`src/sv/cdras_pkg.sv`:
```
`timescale 1ns / 1ps

package cdras_pkg;

   // request kinds carried on req_tuser
   localparam logic [2:0] OP_HEADER = 3'd0;
   localparam logic [2:0] OP_BYTE   = 3'd1;
   localparam logic [2:0] OP_BOOL   = 3'd2;
   localparam logic [2:0] OP_U16    = 3'd3;
   localparam logic [2:0] OP_I32    = 3'd4;
   localparam logic [2:0] OP_I64    = 3'd5;
   localparam logic [2:0] OP_STRING = 3'd6;
   localparam logic [2:0] OP_CHAR   = 3'd7;

   localparam logic [2:0] PHASE_RESET = 3'd4;

   localparam logic [7:0] HEADER_BYTES [4] = '{8'h00, 8'h01, 8'h00, 8'h00};

   // microprogram addresses
   localparam int         UPC_BITS      = 4;
   localparam logic [3:0] UA_HEADER     = 4'd0;
   localparam logic [3:0] UA_BYTE       = 4'd1;
   localparam logic [3:0] UA_BOOL       = 4'd2;
   localparam logic [3:0] UA_U16_PAD    = 4'd3;
   localparam logic [3:0] UA_U16_VAL    = 4'd4;
   localparam logic [3:0] UA_I32_PAD    = 4'd5;
   localparam logic [3:0] UA_I32_VAL    = 4'd6;
   localparam logic [3:0] UA_I64_PAD    = 4'd7;
   localparam logic [3:0] UA_I64_VAL    = 4'd8;
   localparam logic [3:0] UA_STR_PAD    = 4'd9;
   localparam logic [3:0] UA_STR_LEN    = 4'd10;
   localparam logic [3:0] UA_NUL        = 4'd11;
   localparam logic [3:0] UA_CHAR       = 4'd12;

   typedef enum logic [1:0] {
      SEL_ZERO,
      SEL_HDR,
      SEL_VAL
   } sel_type;

   typedef enum logic [1:0] {
      BR_END,    // item finished after this step
      BR_NEXT,   // fall through to the next step
      BR_NUL     // go emit the terminator when one is pending, else finish
   } br_type;

   typedef struct packed {
      sel_type    sel;
      logic [1:0] size_log;
      logic       pad;
      br_type     br;
   } uword_type;

   typedef struct packed {
      logic       emit;
      sel_type    sel;
      logic [2:0] byte_idx;
      logic       last;
      logic [2:0] mask;
      logic       first_val;
   } ctrl_type;

   function automatic uword_type ucode_rom(input logic [3:0] addr);
      uword_type w;
      w = '{sel: SEL_ZERO, size_log: 2'd0, pad: 1'b0, br: BR_END};
      unique case (addr)
         UA_HEADER:  w = '{sel: SEL_HDR,  size_log: 2'd2, pad: 1'b0, br: BR_END};
         UA_BYTE:    w = '{sel: SEL_VAL,  size_log: 2'd0, pad: 1'b0, br: BR_END};
         UA_BOOL:    w = '{sel: SEL_VAL,  size_log: 2'd0, pad: 1'b0, br: BR_END};
         UA_U16_PAD: w = '{sel: SEL_ZERO, size_log: 2'd1, pad: 1'b1, br: BR_NEXT};
         UA_U16_VAL: w = '{sel: SEL_VAL,  size_log: 2'd1, pad: 1'b0, br: BR_END};
         UA_I32_PAD: w = '{sel: SEL_ZERO, size_log: 2'd2, pad: 1'b1, br: BR_NEXT};
         UA_I32_VAL: w = '{sel: SEL_VAL,  size_log: 2'd2, pad: 1'b0, br: BR_END};
         UA_I64_PAD: w = '{sel: SEL_ZERO, size_log: 2'd3, pad: 1'b1, br: BR_NEXT};
         UA_I64_VAL: w = '{sel: SEL_VAL,  size_log: 2'd3, pad: 1'b0, br: BR_END};
         UA_STR_PAD: w = '{sel: SEL_ZERO, size_log: 2'd2, pad: 1'b1, br: BR_NEXT};
         UA_STR_LEN: w = '{sel: SEL_VAL,  size_log: 2'd2, pad: 1'b0, br: BR_NUL};
         UA_NUL:     w = '{sel: SEL_ZERO, size_log: 2'd0, pad: 1'b0, br: BR_END};
         UA_CHAR:    w = '{sel: SEL_VAL,  size_log: 2'd0, pad: 1'b0, br: BR_NUL};
         default:    w = '{sel: SEL_ZERO, size_log: 2'd0, pad: 1'b0, br: BR_END};
      endcase
      return w;
   endfunction

   function automatic logic [3:0] entry_addr(input logic [2:0] op);
      logic [3:0] a;
      a = UA_BYTE;
      unique case (op)
         OP_HEADER: a = UA_HEADER;
         OP_BYTE:   a = UA_BYTE;
         OP_BOOL:   a = UA_BOOL;
         OP_U16:    a = UA_U16_PAD;
         OP_I32:    a = UA_I32_PAD;
         OP_I64:    a = UA_I64_PAD;
         OP_STRING: a = UA_STR_PAD;
         OP_CHAR:   a = UA_CHAR;
         default:   a = UA_BYTE;
      endcase
      return a;
   endfunction

   function automatic logic [2:0] size_mask(input logic [1:0] size_log);
      logic [2:0] m;
      m = 3'd0;
      unique case (size_log)
         2'd0: m = 3'd0;
         2'd1: m = 3'd1;
         2'd2: m = 3'd3;
         2'd3: m = 3'd7;
         default: m = 3'd0;
      endcase
      return m;
   endfunction

endpackage

```
`src/sv/cdr_aligned_serializer_core.sv`:
```
`timescale 1ns / 1ps
// a request holds the sequencer while it emits 1 to 15 bytes, a stalled output holds it
// too, and a 2, 4 or 8 byte value that is already aligned adds a step that emits nothing
// the next request is taken in the cycle after the last byte enters the output register,
// so a new request is not taken while the sequencer is still emitting the last one
// the sequencer registers the request, then its first byte enters the output register
// synchronous active-high reset: position 4, big endian, no string open, outputs empty
module cdr_aligned_serializer_core
   import cdras_pkg::*;
#(
   parameter int LENGTH_BITS = 31
) (
   input  logic        clock,
   input  logic        reset,
   input  logic        req_tvalid,
   output logic        req_tready,
   input  logic [63:0] req_tdata,   // [63:0] value
   input  logic [2:0]  req_tuser,   // [2:0] opcode
   output logic        rsp_tvalid,
   input  logic        rsp_tready,
   output logic [7:0]  rsp_tdata,   // [7:0] out_byte
   output logic        rsp_tlast,
   input  logic        csr_valid,
   output logic        csr_ready,
   input  logic        csr_data     // [0] start_little_endian
);

   localparam logic [LENGTH_BITS-1:0] MAX_LEN = '1;

   logic                   start_le_ff, start_le_in;
   logic                   order_ff, order_in;
   logic [2:0]             phase_ff, phase_in;
   logic [LENGTH_BITS-1:0] chars_ff, chars_in;
   logic                   nul_ff, nul_in;
   logic [63:0]            val_ff, val_in;
   logic                   rsp_valid_ff, rsp_valid_in;
   logic [7:0]             rsp_data_ff, rsp_data_in;
   logic                   rsp_last_ff, rsp_last_in;

   logic                   req_acc;
   logic                   csr_acc;
   logic                   busy;
   logic                   advance;
   logic [LENGTH_BITS-1:0] str_len;
   logic [7:0]             emit_byte;
   ctrl_type               ctrl;

   assign req_acc = req_tvalid && req_tready;
   assign csr_acc = csr_valid && csr_ready;
   assign advance = !rsp_valid_ff || rsp_tready;

   cdras_sequencer u_seq (
      .clock       (clock),
      .reset       (reset),
      .start       (req_acc),
      .start_op    (req_tuser),
      .advance     (advance),
      .phase       (phase_ff),
      .little      (order_ff),
      .nul_pending (nul_ff),
      .busy        (busy),
      .ctrl        (ctrl)
   );

   // saturate the string count to the length field
   assign str_len = (|req_tdata[63:LENGTH_BITS]) ? MAX_LEN : req_tdata[LENGTH_BITS-1:0];

   always_comb begin
      unique case (ctrl.sel)
         SEL_ZERO: emit_byte = 8'h00;
         SEL_HDR:  emit_byte = HEADER_BYTES[ctrl.byte_idx[1:0]];
         SEL_VAL:  emit_byte = val_ff[ctrl.byte_idx*8 +: 8];
         default:  emit_byte = 8'h00;
      endcase
   end

   always_comb begin
      start_le_in  = start_le_ff;
      order_in     = order_ff;
      chars_in     = chars_ff;
      nul_in       = nul_ff;
      val_in       = val_ff;
      phase_in     = ctrl.emit ? 3'(phase_ff + 3'd1) : phase_ff;
      rsp_valid_in = rsp_valid_ff;
      rsp_data_in  = rsp_data_ff;
      rsp_last_in  = rsp_last_ff;

      if (csr_acc) begin
         start_le_in = csr_data;
         order_in    = csr_data;
      end

      if (req_acc) begin
         val_in = req_tdata;
         nul_in = 1'b0;
         unique case (req_tuser)
            OP_HEADER: order_in = 1'b1;
            OP_BOOL:   val_in   = {63'd0, |req_tdata};
            OP_STRING: begin
               val_in   = {32'd0, 32'(str_len) + 32'd1};
               chars_in = str_len;
               nul_in   = (str_len == '0);
            end
            OP_CHAR: begin
               if (chars_ff != '0) begin
                  chars_in = chars_ff - LENGTH_BITS'(1);
                  nul_in   = (chars_ff == LENGTH_BITS'(1));
               end
            end
            default: ;
         endcase
      end

      if (ctrl.emit) begin
         rsp_valid_in = 1'b1;
         rsp_data_in  = emit_byte;
         rsp_last_in  = ctrl.last;
      end else if (rsp_tready) begin
         rsp_valid_in = 1'b0;
      end
   end

   always_ff @(posedge clock) begin
      if (reset) begin
         start_le_ff  <= 1'b0;
         order_ff     <= 1'b0;
         phase_ff     <= PHASE_RESET;
         chars_ff     <= '0;
         nul_ff       <= 1'b0;
         rsp_valid_ff <= 1'b0;
      end else begin
         start_le_ff  <= start_le_in;
         order_ff     <= order_in;
         phase_ff     <= phase_in;
         chars_ff     <= chars_in;
         nul_ff       <= nul_in;
         rsp_valid_ff <= rsp_valid_in;
      end
   end

   always_ff @(posedge clock) begin
      val_ff      <= val_in;
      rsp_data_ff <= rsp_data_in;
      rsp_last_ff <= rsp_last_in;
   end

   assign req_tready = !busy;
   assign csr_ready  = 1'b1;
   assign rsp_tvalid = rsp_valid_ff;
   assign rsp_tdata  = rsp_data_ff;
   assign rsp_tlast  = rsp_last_ff;

   a_busy_after_req: assert property (@(posedge clock) disable iff (reset)
      req_acc |=> !req_tready)
      else $error("sequencer not busy after a request");

   a_emit_slot_free: assert property (@(posedge clock) disable iff (reset)
      ctrl.emit |-> (!rsp_valid_ff || rsp_tready))
      else $error("byte emitted over an untaken result");

   a_value_aligned: assert property (@(posedge clock) disable iff (reset)
      (ctrl.emit && ctrl.first_val) |-> ((phase_ff & ctrl.mask) == 3'd0))
      else $error("value starts at a misaligned position");

endmodule

```
`src/sv/cdras_sequencer.sv`:
```
`timescale 1ns / 1ps

module cdras_sequencer
   import cdras_pkg::*;
(
   input  logic       clock,
   input  logic       reset,
   input  logic       start,
   input  logic [2:0] start_op,
   input  logic       advance,
   input  logic [2:0] phase,
   input  logic       little,
   input  logic       nul_pending,
   output logic       busy,
   output ctrl_type   ctrl
);

   logic                busy_ff, busy_in;
   logic [UPC_BITS-1:0] pc_ff, pc_in;
   logic [2:0]          cnt_ff, cnt_in;

   uword_type  uw;
   logic [2:0] mask;
   logic       done;
   logic       misaligned;
   logic       aligned_after;
   logic       take_nul;

   always_comb begin
      uw            = ucode_rom(pc_ff);
      mask          = size_mask(uw.size_log);
      done          = (cnt_ff == mask);
      misaligned    = ((phase & mask) != 3'd0);
      aligned_after = ((3'(phase + 3'd1) & mask) == 3'd0);
      take_nul      = (uw.br == BR_NUL) && nul_pending;
   end

   always_comb begin
      busy_in = busy_ff;
      pc_in   = pc_ff;
      cnt_in  = cnt_ff;

      ctrl           = '0;
      ctrl.sel       = uw.sel;
      ctrl.mask      = mask;
      ctrl.first_val = (uw.sel == SEL_VAL) && (cnt_ff == 3'd0);
      if ((uw.sel == SEL_HDR) || little) begin
         ctrl.byte_idx = cnt_ff;
      end else begin
         ctrl.byte_idx = 3'(mask - cnt_ff);
      end

      if (!busy_ff) begin
         if (start) begin
            busy_in = 1'b1;
            pc_in   = entry_addr(start_op);
            cnt_in  = 3'd0;
         end
      end else if (advance) begin
         if (uw.pad) begin
            // zero fill until the position is a multiple of the value size
            ctrl.emit = misaligned;
            if (!misaligned || aligned_after) begin
               pc_in = pc_ff + UPC_BITS'(1);
            end
         end else begin
            ctrl.emit = 1'b1;
            if (done) begin
               cnt_in = 3'd0;
               unique case (uw.br)
                  BR_NEXT: pc_in = pc_ff + UPC_BITS'(1);
                  BR_NUL: begin
                     if (nul_pending) begin
                        pc_in = UA_NUL;
                     end else begin
                        busy_in = 1'b0;
                     end
                  end
                  BR_END:  busy_in = 1'b0;
                  default: busy_in = 1'b0;
               endcase
               ctrl.last = (uw.br == BR_END) || ((uw.br == BR_NUL) && !take_nul);
            end else begin
               cnt_in = 3'(cnt_ff + 3'd1);
            end
         end
      end
   end

   always_ff @(posedge clock) begin
      if (reset) begin
         busy_ff <= 1'b0;
         pc_ff   <= '0;
         cnt_ff  <= '0;
      end else begin
         busy_ff <= busy_in;
         pc_ff   <= pc_in;
         cnt_ff  <= cnt_in;
      end
   end

   assign busy = busy_ff;

endmodule

```
`config.mk`:
```
export PLATFORM = sky130hd
export DESIGN_NAME = cdr_aligned_serializer_core
export DESIGN_NICKNAME = d
export VERILOG_FILES = /design/src/sv/cdras_pkg.sv /design/src/sv/cdr_aligned_serializer_core.sv /design/src/sv/cdras_sequencer.sv
export SDC_FILE = /design/constraint.sdc
export NUM_CORES = 1
export LEC_CHECK = 0
export ABC_AREA = 1
export BUFFER_PORTS_ARGS = -buffer_cell sky130_fd_sc_hd__buf_2
export CAP_MARGIN = 40
export CORE_MARGIN = 1
export CORE_UTILIZATION = 50
export DETAILED_ROUTE_END_ITERATION = 8
export PLACE_DENSITY = 0.81
export SYNTH_ARGS = -nofsm -noshare
export SYNTH_HDL_FRONTEND = slang
export SYNTH_SLANG_ARGS = --single-unit
```
`constraint.sdc`:
```
create_clock -name clock -period 4.35 [get_ports clock]
set_input_delay 0.87 -clock clock [delete_from_list [all_inputs] [get_ports clock]]
set_output_delay 0.87 -clock clock [all_outputs]
set_load 0.005 [all_outputs]
```
==> impl_metrics.yaml <==
power_and_ir_drop:
  power_mw: 4.53
  power.leakage_nw: 4.32
  power_density_mw_per_mm2: 484
  ir_worst_vdd_mv: 0.337
logic_synthesis:
  synth_top_area_cell: "edfxtp_1"
  synth_area_mm2: 0.00816
  synth.ff_latch_count: 124
  netlist_top_cells_area: "edfxtp_1 (27%), dfxtp_1 (13%), nand2_1 (11%), nor2_1 (9.1%), inv_1 (6.8%)"
  yosysMostFrequentCell: "nand2_1"
  synthArstFlopShare_pct: 0
  syn-instance-count: 1139
  ys_types: 45
  synth_edf_count: 73
  synth_common_cells: "nand2_1 (231), nor2_1 (198), inv_1 (147), o21ai_0 (91), edfxtp_1 (73)"
  yosysWarnings: 0
  synth-main-ff-cell: "edfxtp_1"
  synth_seq_area_share_pct: 39.4
  post_synth.cell_area_avg_um2: 7.17
  synthesis.nets: 1229
  post-synth-top-area-fraction_pct: 26.9
critical_path:
  worstPathCellList: "inv_1 -> ha_1 -> nor2_1 -> nand2_1 -> o21ai_2 -> buf_4 -> inv_2 -> o21ai_0 -> o32ai_1 -> o21ai_0 -> nor2_1"
  crit_slowest_cell: "o21ai_0"
  path_delay_family: "compound AO/OA/AOI/OAI gates"
  path_buf_inv: 3
  crit_type: "register to register"
  required_ns: 4.53
  startpoint_type: "register"
  end_kind: "register"
  cpPeakStageDelay_ns: 0.40
  cp.arrival_ns: 2.97
  cp_max_fo: 33
floorplan:
  die_y_um: 130
  placementRows: 46
  die_area_mm2: 0.0168
  die_w_um: 130
  core_area_mm2: 0.0159
  ios: 85
  start_util_pct: 51.4
cts:
  post_cts_buffers: 0
  cts_buffers: 17
  clock_sinks: 124
  holdBufCountCts: 0
  cts-root-buf: "clkbuf_16"
  cts.path.max_buffers: 2
  h-tree-depth: 4
  cts_tree: "done"
  cts_resized: 0
  clock_latency_ns: 0.44
  cts.clk_slew.worst_paths_ns: 0.06
sta:
  setup_viol: 0
  worst_pin_slew_ns: 0.882
  maxSlewHeadroom_pct: 41.2
  period_share_pct: 64.0
  fin_worst_skew_ns: 0.0104
  hold_slack_ns: 0.468
  rsz0062_at_grt: "false"
  finalMaxSlewViolations: 0
  hold_viol_final: 0
  tns_ns: 0
  max_freq_mhz: 359
  min_period_ns: 2.79
drt:
  wl_met3_um: 1880
  topRoutingLayerUsed: "met4"
  wl_met2_um: 11300
  drt-pass1-iter-count: 5
  met1Wirelength_um: 9920
  drtAntennaViolNets: 0
  wl_per_cell_um: 16.8
  first_iter_violations: 939
  drc: 0
  vias_per_cell: 5.75
  vias: 8275
  routed_wl_um: 24100
run_status:
  outcome: "finished clean"
global_routing:
  grt.overflow.total: 0
  grt_pass1_vias: 7758
  track_usage_pct: 29.8
  antenna_found_initial: 0
  grt_max_degree: 68
  grt_pass1_wl_um: 38400
placed_design:
  portBuffers: 83
  place_congestion: 1.00
  dp.final_hpwl_um: 17300
layout:
  drive_above_1_share_pct: 13.3
  area_growth_pct: 14.7
  fill_cells: 1472
  nets: 1299
  diodes: 0
hold_path:
  hp-class: "register to register"
job:
  drv_cap: 0
[flip-flops by register name (all words and copies together), names as in the netlist]
name / count
u_seq.cnt_ff: 3
rsp_tlast: 1
chars_ff: 31
u_seq.busy: 1
order_ff: 1
phase_ff: 3
rsp_tvalid: 1
u_seq.uw: 6
rsp_tdata: 8
nul_ff: 1
val_ff: 64
u_seq.pc_ff: 4
[per-stage QoR]
step / setup slack [ns] / util (%) / area [µm²] / cells
final: 1.56 / 58.9 / 9360 / 1438
after global routing: 1.36 / 58.9 / 9360 / 1438
after CTS: 1.62 / 58.9 / 9360 / 1438
after detailed placement: 1.31 / 55.0 / 8730 / 1406
after global placement: 1.31 / 54.9 / 8720 / 1405
after floorplan: 0.134 / - / 8160 / 1139
[path summary, 6_finish.rpt]
check / from / endpoint / slack [ns] / cells past startpoint
worst max-delay path: u_seq.uw[6]$_DFF_P_ / rsp_tdata[6]$_DFFE_PP_ / 1.56 / 11
worst min-delay path: chars_ff[29]$_SDFFE_PP0P_ / chars_ff[29]$_SDFFE_PP0P_ / 0.47 / 2
worst min register to register: chars_ff[29]$_SDFFE_PP0P_ / chars_ff[29]$_SDFFE_PP0P_ / 0.47 / 2
worst max register to register: u_seq.uw[6]$_DFF_P_ / rsp_tdata[6]$_DFFE_PP_ / 1.56 / 11
[cell type report]
class / count / area (µm²) / area share (%)
Clock inverter: 15 / 201 / 2.15
Sequential cell: 124 / 3210 / 34.3
Tap cell: 216 / 270 / 2.89
Clock buffer: 17 / 425 / 4.55
Multi-Input combinational cell: 822 / 4190 / 44.8
Inverter: 151 / 569 / 6.08
Timing Repair Buffer: 93 / 490 / 5.24
[per-layer routing]
metal	GRT usage (%)	up-vias
met4	14.6	0
met2	48.9	412
met5	0	-
li1	-	3971
met1	37.7	3818
met3	5.66	74
[worst min-delay path: stages (launching register included)]
cell	delay (ns)
dfxtp_1	0.31
nand2_1	0.06
a21oi_1	0.05
[cell families after synthesis]
family                     share of synthesized area (%)
DFF                                                 39.4
xor gates and xnor gates                            2.25
buffers and inverters                               9.41
AOI/OAI and AO/OA                                   17.6
other                                             0.0459
adders and majority gates                           2.61
muxes                                              0.123
and+or+nand+nor                                     28.6
[power by group]
| group | internal, mW | switching, mW | leakage, nW | total, mW |
|---|---|---|---|---|
| sequential | 1.40 | 0.0838 | 1.13 | 1.48 |
| combinational | 0.502 | 1.01 | 2.89 | 1.51 |
| clock | 0.925 | 0.606 | 0.306 | 1.53 |
[layout by cell type, fill, tap and decap left out, types with 3 or more instances in the layout]
cell type / Yosys / routed
dfxtp_1: 51 / 51
nor2_1: 198 / 198
o32ai_1: 7 / 7
a211oi_1: 9 / 9
a21oi_1: 57 / 57
inv_1: 147 / 147
or2_2: 6 / 6
xnor2_1: 8 / 8
inv_8: 0 / 3
xor2_1: 13 / 13
clkbuf_16: 0 / 17
nand3b_1: 3 / 3
o221a_2: 6 / 6
buf_2: 9 / 83
o31ai_1: 3 / 3
nand2_2: 5 / 5
inv_2: 3 / 3
o21ai_1: 6 / 6
nand2_1: 231 / 231
nand3_1: 52 / 52
nor4_1: 16 / 16
nand4_1: 17 / 17
a31oi_1: 7 / 7
o21ai_0: 91 / 90
ha_1: 17 / 17
inv_6: 0 / 6
bufinv_16: 0 / 3
o21ai_2: 3 / 4
o22ai_1: 5 / 5
buf_4: 4 / 10
edfxtp_1: 73 / 73
o211ai_1: 8 / 8
o221ai_1: 3 / 3
o41ai_1: 25 / 25
nor2_2: 6 / 5
nor3_1: 6 / 6
Note: power is estimated with default switching activity, not from simulation.
